<file path="src/sv/pidpi_pkg.sv">
// ----------------------------------------------------------------------------
// pidpi_pkg
// shared widths, register indexes and the configuration bundle of the pid core
// ----------------------------------------------------------------------------
`default_nettype none

package pidpi_pkg;

  localparam int GAIN_W      = 16;
  localparam int IRANGE_W    = 24;
  localparam int ISUM_W      = 25;
  localparam int MAXOUT_W    = 15;
  localparam int DRIVE_W     = 16;
  localparam int CFG_INDEX_W = 3;
  localparam int CFG_DATA_W  = 24;

  // register indexes of the configuration port
  localparam logic [CFG_INDEX_W-1:0] REG_GAIN_P         = 3'd0;
  localparam logic [CFG_INDEX_W-1:0] REG_GAIN_I         = 3'd1;
  localparam logic [CFG_INDEX_W-1:0] REG_GAIN_D         = 3'd2;
  localparam logic [CFG_INDEX_W-1:0] REG_LOOP_MODE      = 3'd3;
  localparam logic [CFG_INDEX_W-1:0] REG_INTEGRAL_RANGE = 3'd4;
  localparam logic [CFG_INDEX_W-1:0] REG_MAX_OUTPUT     = 3'd5;

  // loop forms
  localparam logic MODE_POSITIONAL  = 1'b0;
  localparam logic MODE_INCREMENTAL = 1'b1;

  localparam logic [MAXOUT_W-1:0] MAX_OUTPUT_RESET = '1;

  typedef struct packed {
    logic signed [GAIN_W-1:0] gain_p;
    logic signed [GAIN_W-1:0] gain_i;
    logic signed [GAIN_W-1:0] gain_d;
    logic                     loop_mode;
    logic [IRANGE_W-1:0]      integral_range;
    logic [MAXOUT_W-1:0]      max_output;
  } cfg_t;

endpackage

`default_nettype wire

</file>
<file path="src/sv/pidpi_if.sv">
// ----------------------------------------------------------------------------
// pidpi_if
// valid/ready channels of the pid core: samples in, drive out, register writes
// ----------------------------------------------------------------------------
`default_nettype none

interface pidpi_in_if #(
  parameter int SAMPLE_BITS = 16
) ();
  logic                          valid;
  logic                          ready;
  logic signed [SAMPLE_BITS-1:0] measured;
  logic signed [SAMPLE_BITS-1:0] target;

  modport source (output valid, output measured, output target, input ready);
  modport sink   (input valid, input measured, input target, output ready);
endinterface

interface pidpi_out_if import pidpi_pkg::*; ();
  logic                      valid;
  logic                      ready;
  logic signed [DRIVE_W-1:0] drive;
  logic                      saturated;

  modport source (output valid, output drive, output saturated, input ready);
  modport sink   (input valid, input drive, input saturated, output ready);
endinterface

interface pidpi_cfg_if import pidpi_pkg::*; ();
  logic                   valid;
  logic                   ready;
  logic [CFG_INDEX_W-1:0] index;
  logic [CFG_DATA_W-1:0]  data;

  modport source (output valid, output index, output data, input ready);
  modport sink   (input valid, input index, input data, output ready);
endinterface

`default_nettype wire

</file>
<file path="src/sv/pidpi_front.sv">
// ----------------------------------------------------------------------------
// pidpi_front
// input register, error and history update, integral clamp, multiplier operands
// ----------------------------------------------------------------------------
`default_nettype none

module pidpi_front import pidpi_pkg::*; #(
  parameter int SAMPLE_BITS = 16,
  localparam int EW    = SAMPLE_BITS + 1,
  localparam int OPP_W = SAMPLE_BITS + 2,
  localparam int OPD_W = SAMPLE_BITS + 3,
  localparam int OPI_W = (EW > ISUM_W) ? EW : ISUM_W
) (
  input  logic                          clk,
  input  logic                          rst,
  input  logic                          adv,
  input  logic                          in_valid,
  input  logic signed [SAMPLE_BITS-1:0] measured,
  input  logic signed [SAMPLE_BITS-1:0] target,
  input  cfg_t                          cfg,
  output logic                          v_ops,
  output logic signed [OPP_W-1:0]       op_p,
  output logic signed [OPI_W-1:0]       op_i,
  output logic signed [OPD_W-1:0]       op_d
);

  localparam int IW = OPI_W + 1;
  localparam int MW = (EW > IRANGE_W) ? EW : IRANGE_W;

  logic                          v_in;
  logic signed [SAMPLE_BITS-1:0] meas_in;
  logic signed [SAMPLE_BITS-1:0] targ_in;

  logic signed [EW-1:0]          error_last;
  logic signed [SAMPLE_BITS-1:0] meas_last;
  logic signed [SAMPLE_BITS-1:0] meas_before_last;
  logic signed [ISUM_W-1:0]      integral_sum;

  logic signed [EW-1:0]    err;
  logic        [EW-1:0]    mag;
  logic signed [OPP_W-1:0] de;
  logic signed [OPD_W-1:0] dm;
  logic signed [IW-1:0]    isum_wide;
  logic signed [IW-1:0]    range_w;
  logic signed [IW-1:0]    isum_clamp;
  logic                    i_on;
  logic signed [OPP_W-1:0] op_p_next;
  logic signed [OPI_W-1:0] op_i_next;
  logic signed [OPD_W-1:0] op_d_next;

  always_comb begin
    err = EW'(targ_in) - EW'(meas_in);
    mag = err[EW-1] ? EW'(-err) : EW'(err);
    de  = OPP_W'(err) - OPP_W'(error_last);
    // 2*m0 - 3*m1 + m2
    dm  = (OPD_W'(meas_in) <<< 1) - (OPD_W'(meas_last) <<< 1) - OPD_W'(meas_last)
          + OPD_W'(meas_before_last);

    isum_wide = IW'(integral_sum) + IW'(err);
    range_w   = $signed(IW'(cfg.integral_range));
    if (isum_wide > range_w) begin
      isum_clamp = range_w;
    end else if (isum_wide < -range_w) begin
      isum_clamp = -range_w;
    end else begin
      isum_clamp = isum_wide;
    end
    // integral separation
    i_on = MW'(mag) <= MW'(cfg.integral_range);

    if (cfg.loop_mode == MODE_INCREMENTAL) begin
      op_p_next = de;
      op_i_next = OPI_W'(err);
      op_d_next = -dm;
    end else begin
      op_p_next = OPP_W'(err);
      op_i_next = i_on ? OPI_W'(isum_clamp) : '0;
      op_d_next = OPD_W'(de);
    end
  end

  always_ff @(posedge clk) begin
    if (rst) begin
      v_in             <= 1'b0;
      v_ops            <= 1'b0;
      error_last       <= '0;
      meas_last        <= '0;
      meas_before_last <= '0;
      integral_sum     <= '0;
    end else if (adv) begin
      v_in  <= in_valid;
      v_ops <= v_in;
      if (v_in) begin
        error_last       <= err;
        meas_last        <= meas_in;
        meas_before_last <= meas_last;
        if (cfg.loop_mode == MODE_POSITIONAL) begin
          integral_sum <= ISUM_W'(isum_clamp);
        end
      end
    end
  end

  always_ff @(posedge clk) begin
    if (adv && in_valid) begin
      meas_in <= measured;
      targ_in <= target;
    end
    if (adv && v_in) begin
      op_p <= op_p_next;
      op_i <= op_i_next;
      op_d <= op_d_next;
    end
  end

endmodule

`default_nettype wire

</file>
<file path="src/sv/pidpi_mult.sv">
// ----------------------------------------------------------------------------
// pidpi_mult
// gain products, then their sum scaled down by the gain fraction bits
// ----------------------------------------------------------------------------
`default_nettype none

module pidpi_mult import pidpi_pkg::*; #(
  parameter int SAMPLE_BITS    = 16,
  parameter int GAIN_FRAC_BITS = 8,
  localparam int EW    = SAMPLE_BITS + 1,
  localparam int OPP_W = SAMPLE_BITS + 2,
  localparam int OPD_W = SAMPLE_BITS + 3,
  localparam int OPI_W = (EW > ISUM_W) ? EW : ISUM_W,
  localparam int ACC_W = GAIN_W + ((OPD_W > OPI_W) ? OPD_W : OPI_W) + 2
) (
  input  logic                    clk,
  input  logic                    rst,
  input  logic                    adv,
  input  logic                    v_ops,
  input  logic signed [OPP_W-1:0] op_p,
  input  logic signed [OPI_W-1:0] op_i,
  input  logic signed [OPD_W-1:0] op_d,
  input  cfg_t                    cfg,
  output logic                    v_sum,
  output logic signed [ACC_W-1:0] acc_sh
);

  localparam int PP_W = GAIN_W + OPP_W;
  localparam int PI_W = GAIN_W + OPI_W;
  localparam int PD_W = GAIN_W + OPD_W;

  logic                   v_prod;
  logic signed [PP_W-1:0] prod_p;
  logic signed [PI_W-1:0] prod_i;
  logic signed [PD_W-1:0] prod_d;
  logic signed [ACC_W-1:0] acc;

  // arithmetic shift rounds toward minus infinity
  assign acc = ACC_W'(prod_p) + ACC_W'(prod_i) + ACC_W'(prod_d);

  always_ff @(posedge clk) begin
    if (rst) begin
      v_prod <= 1'b0;
      v_sum  <= 1'b0;
    end else if (adv) begin
      v_prod <= v_ops;
      v_sum  <= v_prod;
    end
  end

  always_ff @(posedge clk) begin
    if (adv && v_ops) begin
      prod_p <= PP_W'(cfg.gain_p) * PP_W'(op_p);
      prod_i <= PI_W'(cfg.gain_i) * PI_W'(op_i);
      prod_d <= PD_W'(cfg.gain_d) * PD_W'(op_d);
    end
    if (adv && v_prod) begin
      acc_sh <= acc >>> GAIN_FRAC_BITS;
    end
  end

endmodule

`default_nettype wire

</file>
<file path="src/sv/pidpi_sat.sv">
// ----------------------------------------------------------------------------
// pidpi_sat
// output accumulation, symmetric saturation and the result register
// ----------------------------------------------------------------------------
`default_nettype none

module pidpi_sat import pidpi_pkg::*; #(
  parameter int ACC_W = 37
) (
  input  logic                      clk,
  input  logic                      rst,
  input  logic                      adv,
  input  logic                      v_sum,
  input  logic signed [ACC_W-1:0]   acc_sh,
  input  cfg_t                      cfg,
  output logic                      out_valid,
  output logic signed [DRIVE_W-1:0] drive,
  output logic                      saturated
);

  localparam int VW = ACC_W + 1;

  logic signed [DRIVE_W-1:0] output_accum;
  logic signed [VW-1:0]      val;
  logic signed [VW-1:0]      lim;
  logic signed [VW-1:0]      clamped;
  logic                      over_hi;
  logic                      over_lo;

  always_comb begin
    val = VW'(acc_sh);
    if (cfg.loop_mode == MODE_INCREMENTAL) begin
      val = val + VW'(output_accum);
    end
    lim     = $signed(VW'(cfg.max_output));
    over_hi = val > lim;
    over_lo = val < -lim;
    if (over_hi) begin
      clamped = lim;
    end else if (over_lo) begin
      clamped = -lim;
    end else begin
      clamped = val;
    end
  end

  always_ff @(posedge clk) begin
    if (rst) begin
      out_valid    <= 1'b0;
      output_accum <= '0;
    end else if (adv) begin
      out_valid <= v_sum;
      if (v_sum) begin
        output_accum <= clamped[DRIVE_W-1:0];
      end
    end
  end

  always_ff @(posedge clk) begin
    if (adv && v_sum) begin
      drive     <= clamped[DRIVE_W-1:0];
      saturated <= over_hi | over_lo;
    end
  end

endmodule

`default_nettype wire

</file>
<file path="src/sv/pid_position_incremental_step_core.sv">
// ----------------------------------------------------------------------------
// pid_position_incremental_step_core
// fixed-point pid step, positional or incremental form, saturated drive
// ----------------------------------------------------------------------------
// Each sample transfer (measured, target) yields exactly one result transfer
// (drive, saturated), in order. The core is a five-register pipeline: input
// register, operand register, product register, scaled-sum register and
// result register, so one sample is taken every clock cycle while the
// output side does not stall. The two feedback paths, the integral
// add-and-clamp in the operand stage and the output accumulate-and-clamp
// in the result stage, each close within their own stage. A stall on the
// result side freezes the whole pipeline; sample.ready follows the result
// register. Registers are written through cfg, always ready; the user must
// write them only while no sample is in flight, which the block does not
// enforce. An index beyond the list is ignored. Gains are signed Q8.8 and
// each weighted sum is scaled by an arithmetic shift, rounding toward minus
// infinity. There is no start-up clearing pass.
// ----------------------------------------------------------------------------
`default_nettype none

module pid_position_incremental_step_core import pidpi_pkg::*; #(
  parameter int SAMPLE_BITS    = 16,
  parameter int GAIN_FRAC_BITS = 8
) (
  input  logic        clk,
  input  logic        rst,
  pidpi_in_if.sink    sample,
  pidpi_out_if.source result,
  pidpi_cfg_if.sink   cfg
);

  localparam int EW    = SAMPLE_BITS + 1;
  localparam int OPP_W = SAMPLE_BITS + 2;
  localparam int OPD_W = SAMPLE_BITS + 3;
  localparam int OPI_W = (EW > ISUM_W) ? EW : ISUM_W;
  localparam int ACC_W = GAIN_W + ((OPD_W > OPI_W) ? OPD_W : OPI_W) + 2;

  cfg_t                    cfg_regs;
  logic                    adv;
  logic                    v_ops;
  logic signed [OPP_W-1:0] op_p;
  logic signed [OPI_W-1:0] op_i;
  logic signed [OPD_W-1:0] op_d;
  logic                    v_sum;
  logic signed [ACC_W-1:0] acc_sh;

  // whole pipeline moves unless a finished result is waiting
  assign adv          = !result.valid || result.ready;
  assign sample.ready = adv;
  assign cfg.ready    = 1'b1;

  // register file, written on a cfg transfer
  always_ff @(posedge clk) begin
    if (rst) begin
      cfg_regs.gain_p         <= '0;
      cfg_regs.gain_i         <= '0;
      cfg_regs.gain_d         <= '0;
      cfg_regs.loop_mode      <= MODE_POSITIONAL;
      cfg_regs.integral_range <= '0;
      cfg_regs.max_output     <= MAX_OUTPUT_RESET;
    end else if (cfg.valid) begin
      unique case (cfg.index)
        REG_GAIN_P:         cfg_regs.gain_p         <= cfg.data[GAIN_W-1:0];
        REG_GAIN_I:         cfg_regs.gain_i         <= cfg.data[GAIN_W-1:0];
        REG_GAIN_D:         cfg_regs.gain_d         <= cfg.data[GAIN_W-1:0];
        REG_LOOP_MODE:      cfg_regs.loop_mode      <= cfg.data[0];
        REG_INTEGRAL_RANGE: cfg_regs.integral_range <= cfg.data[IRANGE_W-1:0];
        REG_MAX_OUTPUT:     cfg_regs.max_output     <= cfg.data[MAXOUT_W-1:0];
        default: begin
          // unknown index, write dropped
        end
      endcase
    end
  end

  // error, history and integral, then the three multiplier operands
  pidpi_front #(
    .SAMPLE_BITS (SAMPLE_BITS)
  ) u_front (
    .clk      (clk),
    .rst      (rst),
    .adv      (adv),
    .in_valid (sample.valid),
    .measured (sample.measured),
    .target   (sample.target),
    .cfg      (cfg_regs),
    .v_ops    (v_ops),
    .op_p     (op_p),
    .op_i     (op_i),
    .op_d     (op_d)
  );

  // gain products and scaled sum
  pidpi_mult #(
    .SAMPLE_BITS    (SAMPLE_BITS),
    .GAIN_FRAC_BITS (GAIN_FRAC_BITS)
  ) u_mult (
    .clk    (clk),
    .rst    (rst),
    .adv    (adv),
    .v_ops  (v_ops),
    .op_p   (op_p),
    .op_i   (op_i),
    .op_d   (op_d),
    .cfg    (cfg_regs),
    .v_sum  (v_sum),
    .acc_sh (acc_sh)
  );

  // accumulate in incremental form, saturate, hold the result
  pidpi_sat #(
    .ACC_W (ACC_W)
  ) u_sat (
    .clk       (clk),
    .rst       (rst),
    .adv       (adv),
    .v_sum     (v_sum),
    .acc_sh    (acc_sh),
    .cfg       (cfg_regs),
    .out_valid (result.valid),
    .drive     (result.drive),
    .saturated (result.saturated)
  );

`ifndef SYNTHESIS
  // reset leaves no result pending
  a_reset_empties: assert property (@(posedge clk) rst |=> !result.valid)
    else $error("result valid right after reset");

  // a stalled sum stage keeps its item
  a_sum_holds: assert property (@(posedge clk) disable iff (rst)
    (v_sum && !adv) |=> (v_sum && $stable(acc_sh)))
    else $error("scaled sum lost during stall");

  // a new result only comes out of a filled sum stage
  a_result_source: assert property (@(posedge clk) disable iff (rst)
    (result.valid && !$past(result.valid)) |-> $past(v_sum))
    else $error("result appeared without a sum");
`endif

endmodule

`default_nettype wire

</file>
<file path="src/flat_wrapper.sv">
// flat-port wrapper written by rule: the top's interface ports become plain ports
module pid_position_incremental_step_core_flat import pidpi_pkg::*;
#(
  parameter int SAMPLE_BITS    = 16,
  parameter int GAIN_FRAC_BITS = 8
)
  (clk, rst, sample_valid, sample_measured, sample_target, sample_ready, result_valid, result_drive, result_saturated, result_ready, cfg_valid, cfg_index, cfg_data, cfg_ready);
  pidpi_in_if #(.SAMPLE_BITS(SAMPLE_BITS)) sample_i ();
  pidpi_out_if result_i ();
  pidpi_cfg_if cfg_i ();
  input  logic clk;
  input  logic rst;
  input wire logic [$bits(sample_i.valid)-1:0] sample_valid;
  input wire logic [$bits(sample_i.measured)-1:0] sample_measured;
  input wire logic [$bits(sample_i.target)-1:0] sample_target;
  output wire logic [$bits(sample_i.ready)-1:0] sample_ready;
  output wire logic [$bits(result_i.valid)-1:0] result_valid;
  output wire logic [$bits(result_i.drive)-1:0] result_drive;
  output wire logic [$bits(result_i.saturated)-1:0] result_saturated;
  input wire logic [$bits(result_i.ready)-1:0] result_ready;
  input wire logic [$bits(cfg_i.valid)-1:0] cfg_valid;
  input wire logic [$bits(cfg_i.index)-1:0] cfg_index;
  input wire logic [$bits(cfg_i.data)-1:0] cfg_data;
  output wire logic [$bits(cfg_i.ready)-1:0] cfg_ready;
  assign sample_i.valid = sample_valid;
  assign sample_i.measured = sample_measured;
  assign sample_i.target = sample_target;
  assign sample_ready = sample_i.ready;
  assign result_valid = result_i.valid;
  assign result_drive = result_i.drive;
  assign result_saturated = result_i.saturated;
  assign result_i.ready = result_ready;
  assign cfg_i.valid = cfg_valid;
  assign cfg_i.index = cfg_index;
  assign cfg_i.data = cfg_data;
  assign cfg_ready = cfg_i.ready;
  pid_position_incremental_step_core #(.SAMPLE_BITS(SAMPLE_BITS), .GAIN_FRAC_BITS(GAIN_FRAC_BITS)) u_core (.clk(clk), .rst(rst), .sample(sample_i), .result(result_i), .cfg(cfg_i));
endmodule
</file>
<file path="config.mk">
export PLATFORM = sky130hd
export DESIGN_NAME = pid_position_incremental_step_core_flat
export DESIGN_NICKNAME = d
export VERILOG_FILES = /design/src/sv/pidpi_pkg.sv /design/src/sv/pidpi_if.sv /design/src/sv/pidpi_front.sv /design/src/sv/pidpi_mult.sv /design/src/sv/pidpi_sat.sv /design/src/sv/pid_position_incremental_step_core.sv /design/src/flat_wrapper.sv
export SDC_FILE = /design/constraint.sdc
export NUM_CORES = 2
export LEC_CHECK = 0
export ABC_AREA = 1
export BUFFER_PORTS_ARGS = -buffer_cell sky130_fd_sc_hd__buf_2
export CAP_MARGIN = 10
export CORE_MARGIN = 2
export CORE_UTILIZATION = 29
export DETAILED_ROUTE_END_ITERATION = 10
export GPL_TIMING_DRIVEN = 0
export SETUP_SLACK_MARGIN = 0.5
export SLEW_MARGIN = 20
export SYNTH_ARGS = -nofsm -noshare
export SYNTH_HDL_FRONTEND = slang
export SYNTH_HIERARCHICAL = 1
export SYNTH_SLANG_ARGS = --single-unit
</file>
<file path="constraint.sdc">
create_clock -name clk -period 6.04 [get_ports clk]
set_clock_uncertainty 0.2 [all_clocks]
set_input_delay 1.208 -clock clk [delete_from_list [all_inputs] [get_ports clk]]
set_output_delay 1.208 -clock clk [all_outputs]
set_load 0.01 [all_outputs]
</file>
==> results.txt <==
The share of synthesized registers carrying an async set or reset came out at 0%. In this run the worst setup path begins at u_core/cfg_regs[87]$_SDFFE_PP0P_. In this run the remaining antenna-violating nets after routing total 0. The starting density of the core came out at 29.1%. The count of final hold-check violations came to 0.

The beginning of the worst register-to-register path is u_core/cfg_regs[87]$_SDFFE_PP0P_. The root buffer cell chosen for the clock tree is clkbuf_16. The maximum cell stage delay along the critical path is 0.55 ns. The global placer's final weighted congestion came out at 0.987. After detailed routing, the number of remaining DRC violations is 0. The post-synthesis instance area is 72200 um2. The maximum number of pins on one net before global-route repair is 77. The post-route worst setup slack came out at -0.0292 ns. The worst supply voltage drop on vdd is 0.000217 V. The power per standard cell area is between 200 and 250 nW/um2.

The I/O pin count is 84. The min-delay analysis places its worst path in the category register to register. Summing internal, switching and leakage power gives 0.0199 W. The post-layout instance area is 86500 um2. The clock latency at the later pin of the worst-skew pair came out at between 0.6 and 0.7 ns. Broken down by cell family, the worst path's largest delay share belongs to adder cells.

In this run, synthesis inferred 256 flip-flops with an integrated enable. After legalization and detailed placement, the total HPWL measured 196000 um. The core area is ~250000 um2. The final number of max-transition violations came out at 0. The clock tree synthesis step divided the H-tree into 2 levels. The die span in y is ~500 um.

The synthesized flop and latch total came out at between 400 and 500. The signed area change from the synthesized netlist to the final layout is 19.8%. The width of the chip is approximately 500 um.

The startpoint type of the worst setup path is a register. The flow ran to the end, but the final reports show violations. The transition time at the pin with the least slew margin came out at 1.04 ns. The iteration count of the initial detailed-routing pass came out at 6. Setup violations remaining at the end of the flow were counted as 2. In the routed layout, each cell is associated on average with a via count of 4.65. In this run the worst path has a maximum fanout of 5. After detailed routing, the average wire length per cell comes to between 15 and 20 um. The most frequently used flop master after synthesis is edfxtp_1.

The number of I/O port buffers is 82. The count of fill cells added during filler insertion is 25900. Counting the buffers created by CTS gives 48.

The number of rows in the core area came out at 183. The analysis attributes to cell leakage a power of 45.4 nW. The count of synthesis-stage warnings from yosys is 6. The aggregate routed wire length is 237000 um. The global-route congestion overflow total came out at 0. The tightest slew margin relative to the limit is between 30% and 40%.

The data arrival time at the worst-slack endpoint came out at 6.21 ns. The area of placed instances is 77200 um2. The number of nets in the synthesized netlist came out at 11300. The first-pass GRT wire length came out at 358000 um.

STA classifies the critical path endpoint as a register. The critical-path cell with the highest stage delay is fa_1. The final critical delay including setup and external delays is just over 6 ns. The startpoint identified for the worst hold timing path is u_core/u_mult/v_sum$_SDFFE_PP0P_. The count of unique library cells instantiated by Yosys is between 60 and 70. TritonCTS built the clock tree. The critical path's most frequent cell is fa_1. The checks that failed: negative setup slack. The number of hold buffers added after cts is 0. The instance count of the mapped netlist is 9637. The number of antenna violations at the first check in global routing came out at 15. Data on the critical path is required at its endpoint by 6.18 ns. The total global-route track usage is 18.4%. The CTS clock-pin slew for the worst setup and hold paths came out at 0.07 ns.

The fraction of final layout cells with drive strength greater than 1 is 16.0%. The final route contains 62300 vias. The buffer and inverter count on the worst path is 5.

The maximum achievable frequency is 165 MHz. The number of global-route vias before repair is 60600. The largest buffer count on any clock path came out at 3. The post-route fraction of the period consumed by the critical path came out at 100%.

The sink count of the clock tree is roughly 440. The max-capacitance violation count is 0. The die area came out at 253000 um2. The proportion of synthesized chip area in sequential cells is roughly 16%.

The iteration-0 DRC count of the detailed router came out at 5135. The final net count is 11700. The post-synthesis area per instance came out at 7.49 um2.

Setup repair after global routing could not meet its margin everywhere. The signal on the critical path passes through clkinvlp_4 -> buf_12 -> or2_2 -> fa_1 -> inv_1 -> fa_1 -> fa_1 -> fa_1 -> inv_1 -> fa_1 -> fa_1 -> inv_1 -> ha_4 -> nand2_2 -> o21ai_0 -> a21oi_1 -> nand2_2 -> a21oi_1 -> nand2_1 -> nand2_4. The startpoint-to-endpoint class of the critical path is register to register.
-- cell type report --
type | count | area [um2] | share of cell area [%]
buffer | 316 | 3310 | 3.83
timing repair inverter | 1 | 7.51 | 0.00868
inverter | 2281 | 8610 | 9.95
tap | 3330 | 4170 | 4.82
antenna | 7 | 17.5 | 0.0203
multi-input combinational | 6601 | 54600 | 63.1
clock buffer | 57 | 1350 | 1.56
timing repair buffer | 338 | 2760 | 3.19
sequential | 439 | 11400 | 13.1
clock inverter | 33 | 322 | 0.372
-- metal layers --
metal / vias to the layer above / track usage [%] / routed length, um
met5: - / 0 / 41
li1: 29700 / - / -
met2: 2159 / 29.3 / 107000
met1: 30000 / 25.2 / 104000
met4: 6 / 7.09 / 10800
met3: 408 / 2.42 / 16000
-- sequential cells by signal (all words and copies together) (netlist names), 16 cells and up --
register and cells:
u_core/u_front/error_last 17, u_core/u_mult/prod_i 41, u_core/u_mult/acc_sh 35, u_core/u_front/op_d 19, u_core/u_mult/prod_p 34, u_core/u_mult/prod_d 35, u_core/u_front/meas_in 16, u_core/u_front/op_p 18
u_core/u_front/op_i 25, u_core/u_front/targ_in 16, u_core/u_front/integral_sum 25, u_core/u_sat/drive 16, u_core/u_front/meas_last 16, u_core/cfg_regs 88, u_core/u_sat/output_accum 16, u_core/u_front/meas_before_last 16
-- tightest hold or removal path, cell delays in order, from the launching register on --
cell	delay (ns)
dfxtp_1	0.31
nand2_1	0.06
a21oi_1	0.05
-- cell families after synthesis --
kind of cell | after synthesis | synth area share (%)
XOR/XNOR | 188 | 2.28
flip-flops | 439 | 15.7
AND/OR/NAND/NOR | 4040 | 23.3
buffers and inverters | 2597 | 13.8
AO/OA/AOI/OAI | 747 | 5.77
adder cells (fa/ha/maj) | 1625 | 39.2
other | 1 | 0.00520
-- cells in the mapped netlist (48+ instances only) --
cell | number | area [um2]
nand4_1 | 71 | 444
a21oi_1 | 357 | 1790
fa_1 | 1056 | 21100
o21ai_0 | 223 | 1120
xor2_1 | 149 | 1310
ha_1 | 569 | 7120
nor2_1 | 665 | 2500
nand2_1 | 2581 | 9690
dfxtp_1 | 183 | 3660
clkbuf_1 | 247 | 927
nand3_1 | 444 | 2220
inv_1 | 2257 | 8470
nor3_1 | 48 | 240
edfxtp_1 | 256 | 7690
-- cell usage in the layout (no fill, tap or decap), types with 173 or more instances in the layout --
| cell type | n |
|---|---|
| nand2_1 | 2384 |
| inv_1 | 2176 |
| fa_1 | 1001 |
| nor2_1 | 596 |
| ha_1 | 475 |
| nand3_1 | 382 |
| a21oi_1 | 292 |
| edfxtp_1 | 256 |
| buf_4 | 247 |
| nand2_2 | 196 |
| o21ai_0 | 196 |
| dfxtp_1 | 173 |
-- report_power, final --
part / internal [W] / switching (W) / total [W]
clock network: 0.00172 / 0.00142 / 0.00314
logic: 0.00498 / 0.00796 / 0.0129
registers: 0.00363 / 0.000228 / 0.00386
-- path summary, 6_finish.rpt --
path                                        endpoint  slack (ns)  cells past startpoint
setup / recovery  u_core/u_mult/prod_p[33]$_DFFE_PP_       -0.03                     20
hold reg to reg     u_core/u_mult/v_sum$_SDFFE_PP0P_        0.26                      2
hold / removal      u_core/u_mult/v_sum$_SDFFE_PP0P_        0.26                      2
setup reg to reg  u_core/u_mult/prod_p[33]$_DFFE_PP_       -0.03                     20
-- metrics by stage --
stage	utilization, %	instances	TNS (ns)	hold slack (ns)	worst slack [ns]
2_1_floorplan	-	9637	0	0.227	0.464
3_3_place_gp	31.1	13000	-174.35	0.250	-1.11
3_5_place_dp	31.2	13100	-88.06	0.255	-1.05
4_1_cts	33.6	13300	0	0.266	0.0446
5_1_grt	34.9	13400	-10.07	0.296	-0.258
6_report	34.9	13400	-0.0410	0.264	-0.0292
-- timing repair --
action | CTS | global route
setup endpoints to repair | 141 | 166
pin swaps | 174 | 228
gates resized for setup | 843 | 623
cloned | 5 | 8
buffers inserted | 143 | 99
No activity file was read; power rests on OpenSTA's default activity.
